$ cat src/design/sum_limited_fifo_top_defines.svh
// Assertion macros for the sum-limited queue, used by the queue controller (slf_ctrl).
`ifndef SUM_LIMITED_FIFO_TOP_DEFINES_SVH
`define SUM_LIMITED_FIFO_TOP_DEFINES_SVH

`ifndef NO_ASSERTIONS

// Check a property on every clock edge outside reset.
`define SLF_ASSERT_CLK(label, clk, rst_n, prop, msg) \
    label: assert property (@(posedge clk) disable iff (!rst_n) (prop)) else $error(msg);

// Check a property on every clock edge, reset included.
`define SLF_ASSERT_ALWAYS(label, clk, prop, msg) \
    label: assert property (@(posedge clk) (prop)) else $error(msg);

`else

`define SLF_ASSERT_CLK(label, clk, rst_n, prop, msg)
`define SLF_ASSERT_ALWAYS(label, clk, prop, msg)

`endif

`endif

$ cat src/design/slf_pkg.sv
// Types and constants of the sum-limited queue.
`timescale 1ns / 1ps
`default_nettype none

package slf_pkg;

    localparam int QUEUE_DEPTH = 128;
    localparam int IDX_W       = (QUEUE_DEPTH > 1) ? $clog2(QUEUE_DEPTH) : 1;
    localparam int CNT_W       = $clog2(QUEUE_DEPTH + 1);
    localparam int VALUE_W     = 16;
    localparam int SUM_W       = 23;

    typedef logic [IDX_W-1:0]   t_idx;
    typedef logic [CNT_W-1:0]   t_cnt;
    typedef logic [VALUE_W-1:0] t_value;
    typedef logic [SUM_W-1:0]   t_sum;

    localparam t_sum LIMIT_RESET = t_sum'(50);
    localparam t_cnt COUNT_FULL  = t_cnt'(QUEUE_DEPTH);

    // Request codes
    localparam logic OP_ENQ = 1'b0;
    localparam logic OP_DEQ = 1'b1;

    // Result codes
    typedef enum logic [2:0] {
        ST_INSERTED   = 3'd0,
        ST_OVER_LIMIT = 3'd1,
        ST_FULL       = 3'd2,
        ST_DEQUEUED   = 3'd3,
        ST_EMPTY      = 3'd4
    } t_status;

    // Control from the queue controller to every cell of the chain
    typedef struct packed {
        logic   shift;
        logic   load;
        t_idx   load_slot;
        t_value load_value;
    } t_chain_ctl;

endpackage

`default_nettype wire

$ cat src/design/slf_cell.sv
// One storage cell of the queue chain: holds one item, shifts toward the head.
`timescale 1ns / 1ps
`default_nettype none

module slf_cell (
    input  wire                 i_clk,
    input  slf_pkg::t_chain_ctl i_ctl,
    input  slf_pkg::t_idx       i_slot,
    input  slf_pkg::t_value     i_up_data,
    output slf_pkg::t_value     o_data
);
    import slf_pkg::*;

    t_value r_data;
    t_value n_data;

    // Take the neighbour's item on a dequeue, the new item when this slot is the tail
    always_comb begin
        n_data = r_data;
        if (i_ctl.shift) begin
            n_data = i_up_data;
        end else if (i_ctl.load && (i_ctl.load_slot == i_slot)) begin
            n_data = i_ctl.load_value;
        end
    end

    always_ff @(posedge i_clk) begin
        r_data <= n_data;
    end

    assign o_data = r_data;

endmodule

`default_nettype wire

$ cat src/design/slf_ctrl.sv
// Queue controller: admission check, entry count, running total and result register.
`timescale 1ns / 1ps
`default_nettype none
`include "sum_limited_fifo_top_defines.svh"

module slf_ctrl (
    input  wire                 i_clk,
    input  wire                 i_rst_n,
    input  wire                 i_in_valid,
    input  wire                 i_operation,
    input  slf_pkg::t_value     i_value,
    output logic                o_in_stall,
    output logic                o_out_valid,
    input  wire                 i_out_stall,
    output slf_pkg::t_status    o_status,
    output slf_pkg::t_value     o_removed_value,
    output slf_pkg::t_sum       o_current_sum,
    input  wire                 i_cfg_valid,
    input  slf_pkg::t_sum       i_cfg_sum_limit,
    input  slf_pkg::t_value     i_head_data,
    output slf_pkg::t_chain_ctl o_ctl
);
    import slf_pkg::*;

    t_cnt    r_count;
    t_cnt    n_count;
    t_sum    r_total;
    t_sum    n_total;
    t_sum    r_limit;
    logic    r_out_valid;
    t_status r_status;
    t_status n_status;
    t_value  r_removed;
    t_value  n_removed;
    t_sum    r_sum;

    logic            accept;
    logic [SUM_W:0]  sum_ext;
    logic            over_limit;
    logic            full;
    logic            empty;

    // Hold new items while a result waits downstream
    assign o_in_stall = r_out_valid & i_out_stall;
    assign accept     = i_in_valid & ~o_in_stall;

    assign sum_ext    = {1'b0, r_total} + {{(SUM_W + 1 - VALUE_W){1'b0}}, i_value};
    assign over_limit = sum_ext > {1'b0, r_limit};
    assign full       = (r_count == COUNT_FULL);
    assign empty      = (r_count == '0);

    // Decide the request: limit first, then room; dequeue pops the head cell
    always_comb begin
        n_count          = r_count;
        n_total          = r_total;
        n_removed        = '0;
        o_ctl.shift      = 1'b0;
        o_ctl.load       = 1'b0;
        o_ctl.load_slot  = r_count[IDX_W-1:0];
        o_ctl.load_value = i_value;
        if (i_operation == OP_DEQ) begin
            if (empty) begin
                n_status = ST_EMPTY;
            end else begin
                n_status    = ST_DEQUEUED;
                n_removed   = i_head_data;
                n_count     = r_count - t_cnt'(1);
                n_total     = r_total - t_sum'(i_head_data);
                o_ctl.shift = accept;
            end
        end else begin
            if (over_limit) begin
                n_status = ST_OVER_LIMIT;
            end else if (full) begin
                n_status = ST_FULL;
            end else begin
                n_status   = ST_INSERTED;
                n_count    = r_count + t_cnt'(1);
                n_total    = sum_ext[SUM_W-1:0];
                o_ctl.load = accept;
            end
        end
    end

    // Advance queue state on an accepted item; take limit writes
    always_ff @(posedge i_clk) begin
        if (!i_rst_n) begin
            r_count     <= '0;
            r_total     <= '0;
            r_limit     <= LIMIT_RESET;
            r_out_valid <= 1'b0;
        end else begin
            if (accept) begin
                r_count <= n_count;
                r_total <= n_total;
            end
            if (i_cfg_valid) begin
                r_limit <= i_cfg_sum_limit;
            end
            if (accept) begin
                r_out_valid <= 1'b1;
            end else if (!i_out_stall) begin
                r_out_valid <= 1'b0;
            end
        end
    end

    // Capture the result item
    always_ff @(posedge i_clk) begin
        if (accept) begin
            r_status  <= n_status;
            r_removed <= n_removed;
            r_sum     <= n_total;
        end
    end

    assign o_out_valid     = r_out_valid;
    assign o_status        = r_status;
    assign o_removed_value = r_removed;
    assign o_current_sum   = r_sum;

    `SLF_ASSERT_CLK(a_count_bound, i_clk, i_rst_n, r_count <= COUNT_FULL,
                    "entry count above depth")
    `SLF_ASSERT_CLK(a_empty_total, i_clk, i_rst_n,
                    (r_count == '0) |-> (r_total == '0),
                    "empty queue with nonzero total")
    `SLF_ASSERT_CLK(a_insert_count, i_clk, i_rst_n,
                    o_ctl.load |=> (r_count == $past(r_count) + t_cnt'(1)),
                    "insert did not grow count")
    `SLF_ASSERT_CLK(a_pop_total, i_clk, i_rst_n,
                    o_ctl.shift |=> (r_total == $past(r_total) - t_sum'($past(i_head_data))),
                    "pop did not reduce total by head item")
    `SLF_ASSERT_CLK(a_removed_zero, i_clk, i_rst_n,
                    (r_out_valid && (r_status != ST_DEQUEUED)) |-> (r_removed == '0),
                    "removed value set without a dequeue")

endmodule

`default_nettype wire

$ cat src/design/sum_limited_fifo_top.sv
// Top level of the sum-limited queue: controller plus a chain of storage cells.
//
//  Channel   Direction  Handshake                 Payload
//  request   in         i_in_valid / o_in_stall   i_operation, i_value
//  result    out        o_out_valid / i_out_stall o_status, o_removed_value, o_current_sum
//  config    in         i_cfg_valid / o_cfg_ready i_cfg_sum_limit
//
// One request per clock while the result side is not stalled; its result is registered in the next cycle.
// The head of the queue is always cell 0, so a dequeue reads a fixed place and the
// whole chain shifts one cell toward the head in the same cycle.
// Reset (synchronous, active low) clears count, total and the result valid and loads
// the limit with 50; cell contents are left as they are.
// A stalled result holds the request side off only while it stays unread.
`timescale 1ns / 1ps
`default_nettype none

module sum_limited_fifo_top (
    input  wire                     i_clk,
    input  wire                     i_rst_n,
    input  wire                     i_in_valid,
    output logic                    o_in_stall,
    input  wire                     i_operation,
    input  wire  [15:0]             i_value,
    output logic                    o_out_valid,
    input  wire                     i_out_stall,
    output logic [2:0]              o_status,
    output logic [15:0]             o_removed_value,
    output logic [22:0]             o_current_sum,
    input  wire                     i_cfg_valid,
    output logic                    o_cfg_ready,
    input  wire  [22:0]             i_cfg_sum_limit
);
    import slf_pkg::*;

    t_chain_ctl ctl;
    t_status    status;
    t_value     cell_data [QUEUE_DEPTH];

    // Limit writes are taken in any cycle
    assign o_cfg_ready = 1'b1;

    slf_ctrl u_ctrl (
        .i_clk           (i_clk),
        .i_rst_n         (i_rst_n),
        .i_in_valid      (i_in_valid),
        .i_operation     (i_operation),
        .i_value         (i_value),
        .o_in_stall      (o_in_stall),
        .o_out_valid     (o_out_valid),
        .i_out_stall     (i_out_stall),
        .o_status        (status),
        .o_removed_value (o_removed_value),
        .o_current_sum   (o_current_sum),
        .i_cfg_valid     (i_cfg_valid),
        .i_cfg_sum_limit (i_cfg_sum_limit),
        .i_head_data     (cell_data[0]),
        .o_ctl           (ctl)
    );

    assign o_status = status;

    // Build the chain: each cell takes its upper neighbour's item on a dequeue
    for (genvar k = 0; k < QUEUE_DEPTH; k++) begin : g_cell
        t_value up_data;
        if (k == QUEUE_DEPTH - 1) begin : g_last
            assign up_data = '0;
        end else begin : g_mid
            assign up_data = cell_data[k+1];
        end
        slf_cell u_cell (
            .i_clk     (i_clk),
            .i_ctl     (ctl),
            .i_slot    (t_idx'(k)),
            .i_up_data (up_data),
            .o_data    (cell_data[k])
        );
    end

endmodule

`default_nettype wire

$ cat config.mk
export PLATFORM = sky130hd
export DESIGN_NAME = sum_limited_fifo_top
export DESIGN_NICKNAME = d
export VERILOG_FILES = /design/src/design/slf_pkg.sv /design/src/design/slf_cell.sv /design/src/design/slf_ctrl.sv /design/src/design/sum_limited_fifo_top.sv
export VERILOG_INCLUDE_DIRS = /design/src /design/src/design
export SDC_FILE = /design/constraint.sdc
export NUM_CORES = 2
export LEC_CHECK = 0
export BUFFER_PORTS_ARGS = -buffer_cell sky130_fd_sc_hd__buf_2
export CORE_MARGIN = 2
export CORE_UTILIZATION = 43
export DETAILED_ROUTE_END_ITERATION = 7
export SYNTH_ARGS = -nofsm -noshare
export SYNTH_HDL_FRONTEND = slang
export SYNTH_HIERARCHICAL = 1
export SYNTH_SLANG_ARGS = --single-unit
export TNS_END_PERCENT = 1
$ cat constraint.sdc
create_clock -name i_clk -period 12.95 [get_ports i_clk]
set_input_delay 0.6475 -clock i_clk [delete_from_list [all_inputs] [get_ports i_clk]]
set_output_delay 0.6475 -clock i_clk [all_outputs]
set_load 0.02 [all_outputs]
Word-level counts from Yosys, hierarchy flattened
Cells that the tools add are included.

word-level totals
  register bits = 2145
  bits of input ports = 45
  output and inout port bits = 45
  logic and storage cells = 808

operators by class
  add/subtract/negate cells = 4
  magnitude comparators = 1
  eq/ne operators = 132
  mux-type cells = 273
  bitwise operators = 4
  reductions and logical operators = 259

operator list
  cell                                                                    number
  16-bit 2-to-1 mux                                                       254
  7-bit equality test (second input constant)                             64
  2-bit nonzero test                                                      127
  7-bit by 6-bit equality test with 1-bit output (second input constant)  32
  1-bit logical AND                                                       128
  7-bit by 5-bit equality test with 1-bit output (second input constant)  16
  23-bit 2-to-1 mux                                                       4
  7-bit by 4-bit equality test with 1-bit output (second input constant)  8
  8-bit 2-to-1 mux                                                        4
  7-bit by 3-bit equality test with 1-bit output (second input constant)  4
  23-bit by 16-bit adder with 24-bit output                               1
  24-bit by 23-bit > comparator with 1-bit output                         1
  23-bit by 16-bit subtractor with 23-bit output                          1
  7-bit by 2-bit equality test with 1-bit output (second input constant)  2
  3-bit 2-to-1 mux                                                        3
  8-bit by 1-bit adder with 8-bit output (second input constant)          1
  8-bit equality test (second input constant)                             1
  8-bit zero test                                                         1
  8-bit by 1-bit subtractor with 8-bit output (second input constant)     1
  7-bit by 1-bit equality test with 1-bit output (second input constant)  1
  7-bit zero test                                                         1
  1-bit 2-to-1 mux                                                        7
  2-bit != test (second input constant)                                   3
  4-bit AND reduction                                                     1
  other kinds (5)                                                         7

Depth between registers and ports, before layout
  depth after elaboration = 9
  mapped depth = 20
  mapped depth without buffers = 19

By module
Netlist, hierarchy kept.

by module, submodules not included
  module                times used  cells each  area an instance (sq um)  seq. area each (sq um)
  slf_cell              128         44          764.5                     480.5
  slf_ctrl              1           780         6946.7                    2362.3
  sum_limited_fifo_top  1           3           15.0                      0.0

Worst setup path before layout
No wires, ideal clock.

  path type = in2reg
  start point = input port i_operation
  end point = register g_cell[0].u_cell.r_data[0] (enable)
  library setup time = 373 ps
  data arrival time = 9950 ps
  data required time = 12577 ps
  slack = 2627 ps
  stages on the path = 7
  buffers on the path = 4
  cell sequence = clkbuf_1 > nand2b_1 > buf_2 > nor2_1 > buf_6 > buf_6 > a41o_1

RTL lines
  what                    line                        RTL
  start: declaration      sum_limited_fifo_top.sv:22  input wire i_operation,
  end signal: assignment  slf_cell.sv:28              r_data <= n_data;
  end: declaration        slf_cell.sv:14              t_value r_data;

==> results by group <==
Run status
  • Status: finished clean

Synth
  • Synth top area cells: edfxtp_1, mux2_2, xor2_1, buf_6, xnor2_1
  • Sequential area share after synthesis: 0.609
  • Largest family of logic cells by synthesized area: multiplexers
  • Netlist cell types: just under 80
  • Synthesized area: between 100000 and 150000 sq um
  • Post-synthesis simple-gate area fraction: 0.0225
  • Yosys reg bits: about 2100
  • Post-Synth XOR/XNOR Area: 0.0783
  • Dominant cell type by area after synthesis: edfxtp_1
  • List of most frequent post-synthesis cells: edfxtp_1, mux2_2, xor2_1, buf_6, nor2_1
  • Mean Syn Cell Area: between 15 and 20 sq um
  • Compound-Gate Fraction of Synth Area: 0.0265
  • Mux contribution to synthesized area: 0.223
  • Main synth FF type: edfxtp_1
  • Ys async rst share: 0
  • Top cell type's share of synthesized area: 0.599
  • Adder-cell share of the synthesized area: 0.00785
  • Most used standard cell by instance count after synthesis: edfxtp_1
  • Yosys warning total: 6
  • Post-synth EDFFs: 2090
  • Mapped Cells: 6415

Global routing
  • Initial antenna violation count: 5
  • Largest net degree at the start of global routing: 211
  • Vias in the first global route: around 57000
  • Gr ovfl total: 0
  • Global-route wire length before repair: around 370 mm
  • Global Route Usage Sum: 0.193

Route
  • Drt total wl: ~240 mm
  • Via density: ~5.1
  • Routed len/inst: roughly 22 um
  • DRC errors left: 0
  • DRT antenna net count: 0
  • Number of detailed-route iterations in the first pass: 8
  • Initial DRC count: 4031
  • DR vias: 55300

Timing
  • Clock skew: 0.0373 ns
  • RSZ-0062 raised after global routing: no
  • FMAX: about 130 MHz
  • Final Slew Violations: 0
  • Hold Violations, Final: 0
  • Worst Max-Slew Pin Slew: 1.20 ns
  • Final setup viols: 0
  • Min Tclk post-route: ~7.4 ns
  • Setup TNS: 0 ns
  • Final period util: 0.575
  • Slew margin rel.: 0.199

Cells and area
  • Post-route cell area: between 100000 and 150000 sq um
  • Layout cells sized above 1: 0.339
  • Net count, final: between 7000 and 8000
  • Fillers: around 21000
  • Area delta synth->final: 12.4%
  • Final Instance Count excl. Fillers: 10800

Floorplanning
  • Chip width: between 400 and 500 um
  • Rows: roughly 180
  • Chip Height: about 500 um
  • Die area: 248000 sq um
  • Total core area: roughly 240000 sq um
  • Starting density of the core: 0.432
  • I/O Pins: 90

Clock tree
  • # clock sinks: 2145
  • Root Buffer Master: clkbuf_16
  • Htree depth: 4
  • Number of buffers created by CTS: ~220
  • Worst skew pair latency: approximately 0.87 ns
  • Reg clk slew, reported paths: approximately 0.070 ns
  • CTS resizes: 0
  • Clk buf depth: 3
  • CTS tree: built

Worst setup path
  • Critical path class: reg2reg
  • Worst Path Arrival: between 7 and 8 ns
  • Crit path max fanout: 52
  • CP Capture Type: flip-flop
  • Startpoint Class: flip-flop
  • CP required: ~13 ns

Power and ir drop
  • Cell Int Power: 16400 uW
  • Power Dens Cells: about 200 nW/um^2
  • Fraction of power consumed by combinational cells: 0.292
  • Switching share of power: 0.311
  • Clock power share: 0.266
  • Lkg Pwr: ~0.042 uW
  • Switching power: between 7000 and 8000 uW
  • VDD IR-drop max: between 100 and 150 uV
  • Seq pwr share: 0.442

Place
  • Hpwl dp: around 140 mm
  • Inst Count DP: 10400
  • Placed inst area: 110000 sq um
  • RePlAce Congestion: 0.868
  • # port buffers: roughly 90

Min path
  • Hold WC Path Type: in2reg

Job
  • MaxCap Viol Count: 0
kinds of logic after synthesis:
kind of cell,Yosys count
AND/OR/NAND/NOR,479
XOR/XNOR,937
adder cells (fa/ha/maj),64
buffers and inverters,372
other,2
AO/OA/AOI/OAI,340
flip-flops,2145
multiplexers,2076
area by class of cell:
| cell class | count | area (sq um) | share of cell area |
|---|---|---|---|
| tap | 3202 | 4010 | 0.0340 |
| inverter | 63 | 241 | 0.00205 |
| clock buffer | 271 | 5740 | 0.0487 |
| timing repair buffer | 195 | 1530 | 0.0130 |
| clock inverter | 134 | 1450 | 0.0123 |
| sequential | 2145 | 63900 | 0.542 |
| multi-input combinational | 4809 | 40900 | 0.348 |
| antenna | 1 | 2.50 | 0.0000212 |
placed cells by master, fill, tap and decap left out, types with 60 or more instances in the layout:
cell type,count
edfxtp_1,2090
mux2_2,2048
conb_1,913
xor2_1,782
clkbuf_16,222
nor2_1,207
xnor2_1,155
nor4_1,134
a41o_1,128
buf_4,76
buf_2,72
ha_1,61
inv_1,60
path summary, 6_finish.rpt:
path,startpoint,end,slack (ns),cells after the start
min,i_cfg_sum_limit[3],u_ctrl/r_limit[3],0.07,3
max,u_ctrl/r_total[0],g_cell[81].u_cell/o_data[4],5.51,19
max reg2reg,u_ctrl/r_total[0],g_cell[81].u_cell/o_data[4],5.51,19
min reg2reg,u_ctrl/r_limit[7],u_ctrl/r_limit[7],0.50,2
through the flow:
stage	hold slack (ns)	util	worst slack, ns	power (uW)
detailed placement	0.490	0.455	4.73	17600
floorplan	0.460	-	2.63	16200
global route	0.0634	0.485	5.08	25000
finish	0.0717	0.485	5.51	23800
CTS	0.00811	0.485	5.54	24000
global placement	0.479	0.455	4.72	17500
state kept, by name (all words and copies together), names as in the netlist:
register / count
u_ctrl/o_removed_value: 16
g_cell.u_cell/o_data: 2048
u_ctrl/r_count: 8
u_ctrl/o_status: 3
u_ctrl/r_total: 23
u_ctrl/r_limit: 23
u_ctrl/o_out_valid: 1
u_ctrl/o_current_sum: 23
repair_timing:
| action | in CTS | in global routing |
|---|---|---|
| buffers inserted | 0 | 0 |
| setup endpoints to repair | 0 | 0 |
| hold buffers | 20 | 0 |
| hold endpoints to repair | 20 | 0 |
per-layer routing:
metal,routed length (um),global-route usage,up-vias
li1,-,-,25900
met3,10400,0.0262,281
met4,5040,0.0489,0
met1,116000,0.280,28000
met2,111000,0.305,1190
met5,0,0,-
worst max-delay path: stages (launching register included):
cell and delay (ns):
dfxtp_1 0.35, ha_1 0.21, inv_1 0.07, fa_1 0.40
nor2b_1 0.17, o2111ai_1 0.17, and3_1 0.26, or3_1 0.41
a31oi_4 0.34, nand3_1 0.23, xnor2_1 0.20, ha_1 0.32
nand4_1 0.13, nor4_1 0.43, nand2_1 0.15, o21ai_1 0.35
nand2_1 0.59, inv_6 0.59, buf_4 0.79, a41o_1 0.75
power by group through the flow:
stage	clock, uW	sequential, uW	combinational [uW]
5_1_grt	6760	10700	7560
6_report	6340	10500	6950
3_3_place_gp	0	10700	6870
2_1_floorplan	0	10300	5830
3_5_place_dp	0	10700	6920
4_1_cts	6490	10600	6990
No activity file was read; power rests on OpenSTA's default activity.
